<file path="config.mk">
export PLATFORM = sky130hd
export DESIGN_NAME = touch_edge_gesture_recognizer_top
export DESIGN_NICKNAME = d
export VERILOG_FILES = /design/src/design/tegr_pkg.sv /design/src/design/touch_edge_gesture_recognizer_top.sv /design/src/design/tegr_classify.sv /design/src/design/tegr_step.sv
export VERILOG_INCLUDE_DIRS = /design/src /design/src/design
export SDC_FILE = /design/constraint.sdc
export NUM_CORES = 1
export LEC_CHECK = 0
export ABC_AREA = 1
export BUFFER_PORTS_ARGS = -buffer_cell sky130_fd_sc_hd__buf_2
export CAP_MARGIN = 25
export CORE_MARGIN = 2
export CORE_UTILIZATION = 42
export DETAILED_ROUTE_END_ITERATION = 16
export SLEW_MARGIN = 20
export SYNTH_ARGS = -nofsm -noshare
export SYNTH_HDL_FRONTEND = slang
export SYNTH_SLANG_ARGS = --single-unit
</file>
<file path="constraint.sdc">
create_clock -name clk -period 4.85 [get_ports clk]
set_input_delay 0 -clock clk [delete_from_list [all_inputs] [get_ports clk]]
set_output_delay 0 -clock clk [all_outputs]
set_load 0.01 [all_outputs]
</file>
<file path="src/design/touch_edge_gesture_recognizer_top_macros.svh">
// assertion helpers for the touch edge gesture recognizer
`ifndef TOUCH_EDGE_GESTURE_RECOGNIZER_TOP_MACROS_SVH
`define TOUCH_EDGE_GESTURE_RECOGNIZER_TOP_MACROS_SVH

// checked only outside reset
`define TEGR_ASSERT(lbl, prop, msg) \
  lbl: assert property (@(posedge clk) disable iff (!rst_n) prop) else $error(msg);

// checked at every edge, reset included
`define TEGR_ASSERT_ALWAYS(lbl, prop, msg) \
  lbl: assert property (@(posedge clk) prop) else $error(msg);

`endif

</file>
<file path="src/design/tegr_pkg.sv">
package tegr_pkg;

  // field widths
  localparam int CoordW = 11;
  localparam int AmountW = 12;
  localparam int CodeW = 4;
  localparam int KindW = 3;
  localparam int CfgIdxW = 3;
  localparam int CfgDataW = 12;
  localparam int InDataW = 24;
  localparam int OutDataW = 40;

  typedef logic [CoordW-1:0] coord_t;
  // wide enough for every difference and doubled difference
  typedef logic signed [13:0] sw_t;

  // event codes
  localparam logic [CodeW-1:0] EV_ACTIVITY      = 4'd0;
  localparam logic [CodeW-1:0] EV_BACK_PROGRESS = 4'd1;
  localparam logic [CodeW-1:0] EV_BACK_CANCEL   = 4'd2;
  localparam logic [CodeW-1:0] EV_BACK_COMMIT   = 4'd3;
  localparam logic [CodeW-1:0] EV_BOTTOM        = 4'd4;
  localparam logic [CodeW-1:0] EV_TOP           = 4'd5;
  localparam logic [CodeW-1:0] EV_RIGHT         = 4'd6;
  localparam logic [CodeW-1:0] EV_SWIPE_RIGHT   = 4'd7;
  localparam logic [CodeW-1:0] EV_SWIPE_LEFT    = 4'd8;
  localparam logic [CodeW-1:0] EV_DRAG          = 4'd9;
  localparam logic [CodeW-1:0] EV_FLICK         = 4'd10;

  // gesture kinds
  localparam logic [KindW-1:0] G_NONE   = 3'd0;
  localparam logic [KindW-1:0] G_BACK   = 3'd1;
  localparam logic [KindW-1:0] G_BOTTOM = 3'd2;
  localparam logic [KindW-1:0] G_TOP    = 3'd3;
  localparam logic [KindW-1:0] G_RIGHT  = 3'd4;
  localparam logic [KindW-1:0] G_SCROLL = 3'd5;

  // register indexes
  localparam logic [CfgIdxW-1:0] CFG_SCREEN_WIDTH   = 3'd0;
  localparam logic [CfgIdxW-1:0] CFG_SCREEN_HEIGHT  = 3'd1;
  localparam logic [CfgIdxW-1:0] CFG_EDGE_ZONE      = 3'd2;
  localparam logic [CfgIdxW-1:0] CFG_BACK_COMMIT    = 3'd3;
  localparam logic [CfgIdxW-1:0] CFG_BACK_CANCEL    = 3'd4;
  localparam logic [CfgIdxW-1:0] CFG_BACK_MAX_DY    = 3'd5;
  localparam logic [CfgIdxW-1:0] CFG_VERT_COMMIT    = 3'd6;
  localparam logic [CfgIdxW-1:0] CFG_HORIZ_COMMIT   = 3'd7;

  // motion thresholds for the scroll gesture
  localparam sw_t DragMin  = 14'sd8;
  localparam sw_t FlickMin = 14'sd20;

  typedef struct packed {
    logic [11:0]        screen_width;
    logic [11:0]        screen_height;
    logic [7:0]         edge_zone_px;
    logic [10:0]        back_commit_px;
    logic signed [11:0] back_cancel_px;
    logic [10:0]        back_max_dy;
    logic [10:0]        vertical_commit_px;
    logic [10:0]        horizontal_commit_px;
  } cfg_t;

  localparam cfg_t CfgReset = '{
    screen_width:         12'd240,
    screen_height:        12'd240,
    edge_zone_px:         8'd28,
    back_commit_px:       11'd42,
    back_cancel_px:       -12'sd18,
    back_max_dy:          11'd120,
    vertical_commit_px:   11'd42,
    horizontal_commit_px: 11'd42
  };

  typedef struct packed {
    logic             touching;
    logic [KindW-1:0] kind;
    coord_t           start_x;
    coord_t           start_y;
  } state_t;

  typedef struct packed {
    logic [CodeW-1:0]   code;
    logic [AmountW-1:0] amount;
    coord_t             x;
    coord_t             y;
  } event_t;

  // unsigned value widened to the signed working width
  function automatic sw_t widen(input logic [11:0] v);
    widen = sw_t'({2'b00, v});
  endfunction

  function automatic sw_t absval(input sw_t v);
    absval = v[13] ? -v : v;
  endfunction

endpackage

</file>
<file path="src/design/touch_edge_gesture_recognizer_top.sv">
// an accepted input word is held in the input register, then in the result register on out_tdata
// throughput: one input word per cycle while results are taken; the input register drains into the
//   result register whenever that register is empty or being taken
// a sample that yields no event still passes through and updates the gesture state
// reset (rst_n low, synchronous): both channels empty, gesture state idle,
//   configuration back to its default values
`include "touch_edge_gesture_recognizer_top_macros.svh"

module touch_edge_gesture_recognizer_top (
  input  logic                            clk,
  input  logic                            rst_n,
  // bits: contact [0], pos_x [11:1], pos_y [22:12], zero [23]
  input  logic [tegr_pkg::InDataW-1:0]    in_tdata,
  input  logic                            in_tvalid,
  output logic                            in_tready,
  // bits: event_code [3:0], amount [15:4], event_x [26:16], event_y [37:27], zero [39:38]
  output logic [tegr_pkg::OutDataW-1:0]   out_tdata,
  output logic                            out_tvalid,
  input  logic                            out_tready,
  input  logic                            cfg_valid,
  output logic                            cfg_ready,
  input  logic [tegr_pkg::CfgIdxW-1:0]    cfg_index,
  input  logic [tegr_pkg::CfgDataW-1:0]   cfg_data
);

  logic                 in_v_r, in_v_nxt;
  logic                 in_contact_r;
  tegr_pkg::coord_t     in_x_r, in_y_r;
  logic                 out_v_r, out_v_nxt;
  tegr_pkg::event_t     out_ev_r;
  tegr_pkg::state_t     st_r, st_nxt, step_st;
  tegr_pkg::cfg_t       cfg_r, cfg_nxt;
  tegr_pkg::event_t     step_ev;
  logic                 step_emit;
  logic                 proc;

  // input word advances when the result slot is free or being taken
  assign proc = in_v_r && (!out_v_r || out_tready);
  assign in_tready = !in_v_r || proc;
  assign in_v_nxt = in_tvalid ? 1'b1 : (in_v_r && !proc);
  assign out_v_nxt = proc ? step_emit : (out_v_r && !out_tready);
  assign st_nxt = proc ? step_st : st_r;
  assign cfg_ready = 1'b1;

  tegr_step u_step (
    .contact (in_contact_r),
    .pos_x   (in_x_r),
    .pos_y   (in_y_r),
    .cfg     (cfg_r),
    .st      (st_r),
    .st_nxt  (step_st),
    .emit    (step_emit),
    .ev      (step_ev)
  );

  // configuration register write
  always_comb begin
    cfg_nxt = cfg_r;
    if (cfg_valid) begin
      case (cfg_index)
        tegr_pkg::CFG_SCREEN_WIDTH:  cfg_nxt.screen_width = cfg_data;
        tegr_pkg::CFG_SCREEN_HEIGHT: cfg_nxt.screen_height = cfg_data;
        tegr_pkg::CFG_EDGE_ZONE:     cfg_nxt.edge_zone_px = cfg_data[7:0];
        tegr_pkg::CFG_BACK_COMMIT:   cfg_nxt.back_commit_px = cfg_data[10:0];
        tegr_pkg::CFG_BACK_CANCEL:   cfg_nxt.back_cancel_px = cfg_data;
        tegr_pkg::CFG_BACK_MAX_DY:   cfg_nxt.back_max_dy = cfg_data[10:0];
        tegr_pkg::CFG_VERT_COMMIT:   cfg_nxt.vertical_commit_px = cfg_data[10:0];
        tegr_pkg::CFG_HORIZ_COMMIT:  cfg_nxt.horizontal_commit_px = cfg_data[10:0];
        default:                     cfg_nxt = cfg_r;
      endcase
    end
  end

  // control state
  always_ff @(posedge clk) begin
    if (!rst_n) begin
      in_v_r <= 1'b0;
      out_v_r <= 1'b0;
      st_r <= '0;
      cfg_r <= tegr_pkg::CfgReset;
    end else begin
      if (in_tready) begin
        in_v_r <= in_v_nxt;
      end
      out_v_r <= out_v_nxt;
      st_r <= st_nxt;
      cfg_r <= cfg_nxt;
    end
  end

  // payload registers
  always_ff @(posedge clk) begin
    if (in_tvalid && in_tready) begin
      in_contact_r <= in_tdata[0];
      in_x_r <= in_tdata[11:1];
      in_y_r <= in_tdata[22:12];
    end
    if (proc && step_emit) begin
      out_ev_r <= step_ev;
    end
  end

  assign out_tvalid = out_v_r;
  assign out_tdata = {2'b00, out_ev_r.y, out_ev_r.x, out_ev_r.amount, out_ev_r.code};

  `TEGR_ASSERT_ALWAYS(a_out_empty_after_reset, !rst_n |=> !out_tvalid,
                      "result word valid right after reset")
  `TEGR_ASSERT(a_kind_needs_touch, (st_r.kind != tegr_pkg::G_NONE) |-> st_r.touching,
               "gesture kind set while not touching")
  `TEGR_ASSERT(a_result_from_proc, $rose(out_tvalid) |-> $past(proc),
               "result word appeared without an input word advancing")
  `TEGR_ASSERT(a_activity_touching,
               (out_tvalid && out_ev_r.code == tegr_pkg::EV_ACTIVITY) |-> st_r.touching,
               "activity word pending while contact state is released")

endmodule

</file>
<file path="src/design/tegr_classify.sv">
module tegr_classify (
  input  tegr_pkg::coord_t                 pos_x,
  input  tegr_pkg::coord_t                 pos_y,
  input  tegr_pkg::cfg_t                   cfg,
  output logic [tegr_pkg::KindW-1:0]       kind
);

  tegr_pkg::sw_t sx, sy, ez, bot_lim, right_lim;

  // zone limits in exact signed arithmetic
  assign sx = tegr_pkg::widen({1'b0, pos_x});
  assign sy = tegr_pkg::widen({1'b0, pos_y});
  assign ez = tegr_pkg::widen({4'b0, cfg.edge_zone_px});
  assign bot_lim = tegr_pkg::widen(cfg.screen_height) - ez;
  assign right_lim = tegr_pkg::widen(cfg.screen_width) - ez;

  // priority: back, bottom, top, right, scroll
  always_comb begin
    if (sx <= ez) begin
      kind = tegr_pkg::G_BACK;
    end else if (sy >= bot_lim) begin
      kind = tegr_pkg::G_BOTTOM;
    end else if (sy <= ez) begin
      kind = tegr_pkg::G_TOP;
    end else if (sx >= right_lim) begin
      kind = tegr_pkg::G_RIGHT;
    end else begin
      kind = tegr_pkg::G_SCROLL;
    end
  end

endmodule

</file>
<file path="src/design/tegr_step.sv">
module tegr_step (
  input  logic              contact,
  input  tegr_pkg::coord_t  pos_x,
  input  tegr_pkg::coord_t  pos_y,
  input  tegr_pkg::cfg_t    cfg,
  input  tegr_pkg::state_t  st,
  output tegr_pkg::state_t  st_nxt,
  output logic              emit,
  output tegr_pkg::event_t  ev
);

  logic [tegr_pkg::KindW-1:0] new_kind;
  tegr_pkg::sw_t dx, dy, adx, ady, ndx, ndy, am;
  tegr_pkg::sw_t bcommit, bcancel, bmaxdy, vc, hc;
  logic [tegr_pkg::CodeW-1:0] code;

  tegr_classify u_classify (
    .pos_x (pos_x),
    .pos_y (pos_y),
    .cfg   (cfg),
    .kind  (new_kind)
  );

  // travel from the start point
  assign dx = tegr_pkg::widen({1'b0, pos_x}) - tegr_pkg::widen({1'b0, st.start_x});
  assign dy = tegr_pkg::widen({1'b0, pos_y}) - tegr_pkg::widen({1'b0, st.start_y});
  assign adx = tegr_pkg::absval(dx);
  assign ady = tegr_pkg::absval(dy);
  assign ndx = -dx;
  assign ndy = -dy;
  assign bcommit = tegr_pkg::widen({1'b0, cfg.back_commit_px});
  assign bcancel = tegr_pkg::sw_t'(cfg.back_cancel_px);
  assign bmaxdy = tegr_pkg::widen({1'b0, cfg.back_max_dy});
  assign vc = tegr_pkg::widen({1'b0, cfg.vertical_commit_px});
  assign hc = tegr_pkg::widen({1'b0, cfg.horizontal_commit_px});

  // event decision and state update
  always_comb begin
    st_nxt = st;
    emit = 1'b0;
    code = tegr_pkg::EV_ACTIVITY;
    am = '0;
    if (contact && !st.touching) begin
      // touch-down: latch start and classify
      st_nxt.touching = 1'b1;
      st_nxt.start_x = pos_x;
      st_nxt.start_y = pos_y;
      st_nxt.kind = new_kind;
      emit = 1'b1;
    end else if (contact) begin
      // held contact
      if (st.kind == tegr_pkg::G_BACK) begin
        emit = 1'b1;
        if (dx <= bcancel) begin
          st_nxt.kind = tegr_pkg::G_NONE;
          code = tegr_pkg::EV_BACK_CANCEL;
        end else begin
          code = tegr_pkg::EV_BACK_PROGRESS;
          am = dx[13] ? '0 : dx;
        end
      end else if (st.kind == tegr_pkg::G_SCROLL) begin
        if (ady >= tegr_pkg::DragMin && ady >= adx) begin
          emit = 1'b1;
          code = tegr_pkg::EV_DRAG;
          am = dy;
        end
      end
    end else if (st.touching) begin
      // release: commit rules
      st_nxt.touching = 1'b0;
      st_nxt.kind = tegr_pkg::G_NONE;
      case (st.kind)
        tegr_pkg::G_BACK: begin
          emit = 1'b1;
          if (dx >= bcommit && ady <= bmaxdy && (dx <<< 1) >= ady) begin
            code = tegr_pkg::EV_BACK_COMMIT;
            am = dx;
          end else begin
            code = tegr_pkg::EV_BACK_CANCEL;
          end
        end
        tegr_pkg::G_BOTTOM: begin
          if (ndy >= vc && (ndy <<< 1) >= adx) begin
            emit = 1'b1;
            code = tegr_pkg::EV_BOTTOM;
            am = ndy;
          end
        end
        tegr_pkg::G_TOP: begin
          if (dy >= vc && (dy <<< 1) >= adx) begin
            emit = 1'b1;
            code = tegr_pkg::EV_TOP;
            am = dy;
          end
        end
        tegr_pkg::G_RIGHT: begin
          if (ndx >= hc && (ndx <<< 1) >= ady) begin
            emit = 1'b1;
            code = tegr_pkg::EV_RIGHT;
            am = ndx;
          end
        end
        tegr_pkg::G_SCROLL: begin
          if (dx >= hc && dx > ady) begin
            emit = 1'b1;
            code = tegr_pkg::EV_SWIPE_RIGHT;
            am = dx;
          end else if (ndx >= hc && ndx > ady) begin
            emit = 1'b1;
            code = tegr_pkg::EV_SWIPE_LEFT;
            am = ndx;
          end else if (ady >= tegr_pkg::FlickMin && ady > adx) begin
            emit = 1'b1;
            code = tegr_pkg::EV_FLICK;
            am = dy;
          end
        end
        default: begin
          emit = 1'b0;
        end
      endcase
    end
  end

  // travel stays within +-2047, so the low bits are exact
  assign ev.code = code;
  assign ev.amount = am[tegr_pkg::AmountW-1:0];
  assign ev.x = pos_x;
  assign ev.y = pos_y;

endmodule

</file>
==> run metrics <==
placed cell areas 17020 sq um; element type at the critical path start flop; initial antenna violation count 0; most common cell after layout, fill and taps aside nand2_1; ys async rst share 0%; Buffers & Inverters on Critical Path 9; Vias 15.40k; post-route ant nets 0; WHS 0.04044 ns; Synth area leaders ha_1 20%, dfxtp_1 16%, edfxtp_1 12%; crit path kind flop to flop; mapped cell area 14950 sq um; PortBufs 82; most used flip-flop cell after synthesis dfxtp_1; max cap viols 0; TritonCTS clock tree done; cell count along the critical path 36; ant diodes 0; CTS Buf Count 17; Clk pwr share 25.0%; DRT iter0 DRCs 1282; final WL 54420 microns; Synth Area in Adders 20.28%; Gate power share 47.8%; largest stage delay on the critical path 0.43 ns; RePlAce Congestion 0.9733; Core Area 35310 sq um; number of synthesized flops with an enable pin 61; outcome finished with violations; worst ir drop on vdd 314.2 uV; Pre-Repair DR Iteration Count 5; Yosys top cell by area ha_1; fmax 0.2056 GHz; Slew Viols, Final 0; Hold Violations, Final 0; Chip Width 192.7 microns; Synth Instances 2085; Max FO, Critical Path 7; RSZ-0062 raised after global routing yes; Net Switching 2.414 mW; violated checks setup timing; first-pass GRT wire length 80300 microns; Clock Sink Count 177; Worst Setup End Kind flop; Worst-path clk slew 0.07 ns; Routed WL per cell 19.05 microns; Reg2Reg Depth 36; most frequent CP cell nand2_1; CTS root buffer clkbuf_16; Post-Syn Area per Cell 7.172 sq um; fin area 19270 sq um; final setup vio count 5; Post-Synth XOR/XNOR Area 1.640%; Remaining Overflow, GRT 0; share of cells above drive strength 1 21.95%; Simple-Gate Fraction of Synth Area 24.65%; I/O pin total 87; number of library cell types mapped by synthesis 56; gr usage total 28.74%; Seq/Total Area, Yosys 27.78%; clk buf depth 2; Hold/Removal Path Class input port to flop; P_int 3.554 mW; LEAKAGE 9.311 nW; #FFs+latches synth 177; fill cell count 3383; CTS H-tree depth 4; main combinational cell family by area after synthesis simple AND/OR/NAND/NOR gates; Rel. slew slack 30.42%; largest net degree at the start of global routing 57; Die H 192.7 microns; Worst-Margin Slew 1.040 ns; area delta synth->final 28.87%; vias in the first global route 14.35k; fin crit share 100.3%; Reg area 4154 sq um; die footprint 37130 sq um; Initial Util 42.35%; skew final 0.01472 ns; CP max-delay cell fa_2; share of the synthesized area in the top cell type 19.75%; Worst Hold Path Cells 4; hpwl dp 41230 microns; Net Sw Frac 40.45%; layout net count 2667; Syn. warnings 0; Site Rows 69; via-per-instance ratio 5.391; total power per unit cell area 309.7 nW/um^2; delay-heaviest family, CP simple AND/OR/NAND/NOR gates; minimum clock period 4.865 ns; total design power 5.968 mW; Synth Area in Compound Gates 15.81%; Clk Latency, worst-skew pair 0.45 ns; Reg power frac 27.2%; area of the multi-input gates 10170 sq um; DRC violations left 0; commonest non-fill, non-tap cells in the layout 417 x nand2_1, 280 x inv_1, 213 x ha_1; Setup WS post-layout -0.01471 ns; Critical Path RT 5.01 ns; critical path data arrival time 5.02 ns; post-synthesis mux area share 0%
==> sequential cells by signal (all words and copies together) (netlist names) <==
signal / flops
cfg_r: 88
out_tdata: 38
st_r: 26
in_x_r: 11
in_y_r: 11
in_contact_r: 1
in_v_r: 1
out_tvalid: 1
==> cells by family after synthesis <==
family                   Yosys count
XOR/XNOR                          28
other                              2
AO/OA/AOI/OAI                    428
buffers and inverters            372
adder cells (fa/ha/maj)          240
flip-flops                       177
AND/OR/NAND/NOR                  838
==> final timing paths <==
check / start / endpoint / slack (ns)
min: cfg_index[0] / cfg_r[3] / 0.04
max: in_y_r[0] / out_tdata[8] / -0.01
max reg2reg: in_y_r[0] / out_tdata[8] / -0.01
min reg2reg: st_r[6] / st_r[6] / 0.46
==> power groups by stage <==
stage | combinational, mW | clock (mW) | sequential [mW]
detailed placement | 2.44 | 0 | 1.66
CTS | 2.55 | 1.50 | 1.62
floorplan | 1.52 | 0 | 1.65
finish | 2.85 | 1.49 | 1.62
global placement | 2.39 | 0 | 1.65
global route | 3.13 | 1.56 | 1.63
==> layout make-up <==
type                            instances  area share [%]
Multi-Input combinational cell       1539           52.79
Tap cell                              461           2.993
Inverter                              315           6.201
Clock buffer                           19           2.247
Clock inverter                         13          0.9025
Sequential cell                       177           21.56
Timing Repair Buffer                  333           13.31
==> synth_stat cells, types with 3 or more instances <==
library cell,number
nand2_1,438
inv_1,306
ha_1,236
a21oi_1,203
nor2_1,141
nand3_1,138
o21ai_0,129
dfxtp_1,116
edfxtp_1,61
clkbuf_1,34
nand4_1,33
o211ai_1,27
nor3_1,24
o21ai_1,18
nand2_2,17
xor2_1,16
xnor2_1,12
nand3_2,10
buf_4,9
o21a_1,9
inv_2,8
nor2_2,8
o21bai_1,8
buf_2,7
a21o_1,5
and2_1,5
nand3b_1,5
fa_1,4
nand2_4,4
nor2_4,4
a211oi_1,3
a21oi_2,3
a221oi_1,3
a31oi_1,3
buf_1,3
buf_6,3
nor4_1,3
o221a_2,3
o221ai_1,3
==> worst min-delay path, delay by kind of cell <==
family	cells	cell delay (ns)
buffers and inverters	1	0.12
AND/OR/NAND/NOR	2	0.19
AO/OA/AOI/OAI	1	0.14
==> repair_timing <==
action,4_1_cts,5_1_grt
hold endpoints to repair,69,0
hold buffers,38,0
gates resized for setup,29,153
setup endpoints to repair,49,55
pin swaps,3,67
cloned,1,8
setup buffers,13,25
==> through the flow <==
step	setup WS (ns)	util (%)	instances	setup TNS, ns
2_1_floorplan	-0.02981	-	2086	-1.133
3_3_place_gp	-0.003543	48.17	2739	-0.005052
3_5_place_dp	-0.05864	48.21	2740	-1.975
4_1_cts	0.0007327	51.74	2824	0
5_1_grt	-0.2552	54.57	2857	-10.54
6_report	-0.01471	54.57	2857	-0.04770
==> routing by layer <==
layer	routed length, microns	track usage (%)	up-vias
met5	0	0	-
met4	1540	9.395	0
met3	3939	4.855	88
met2	24890	46.93	528
met1	24040	38.42	7198
li1	-	-	7587
No activity file was read; power rests on OpenSTA's default activity.
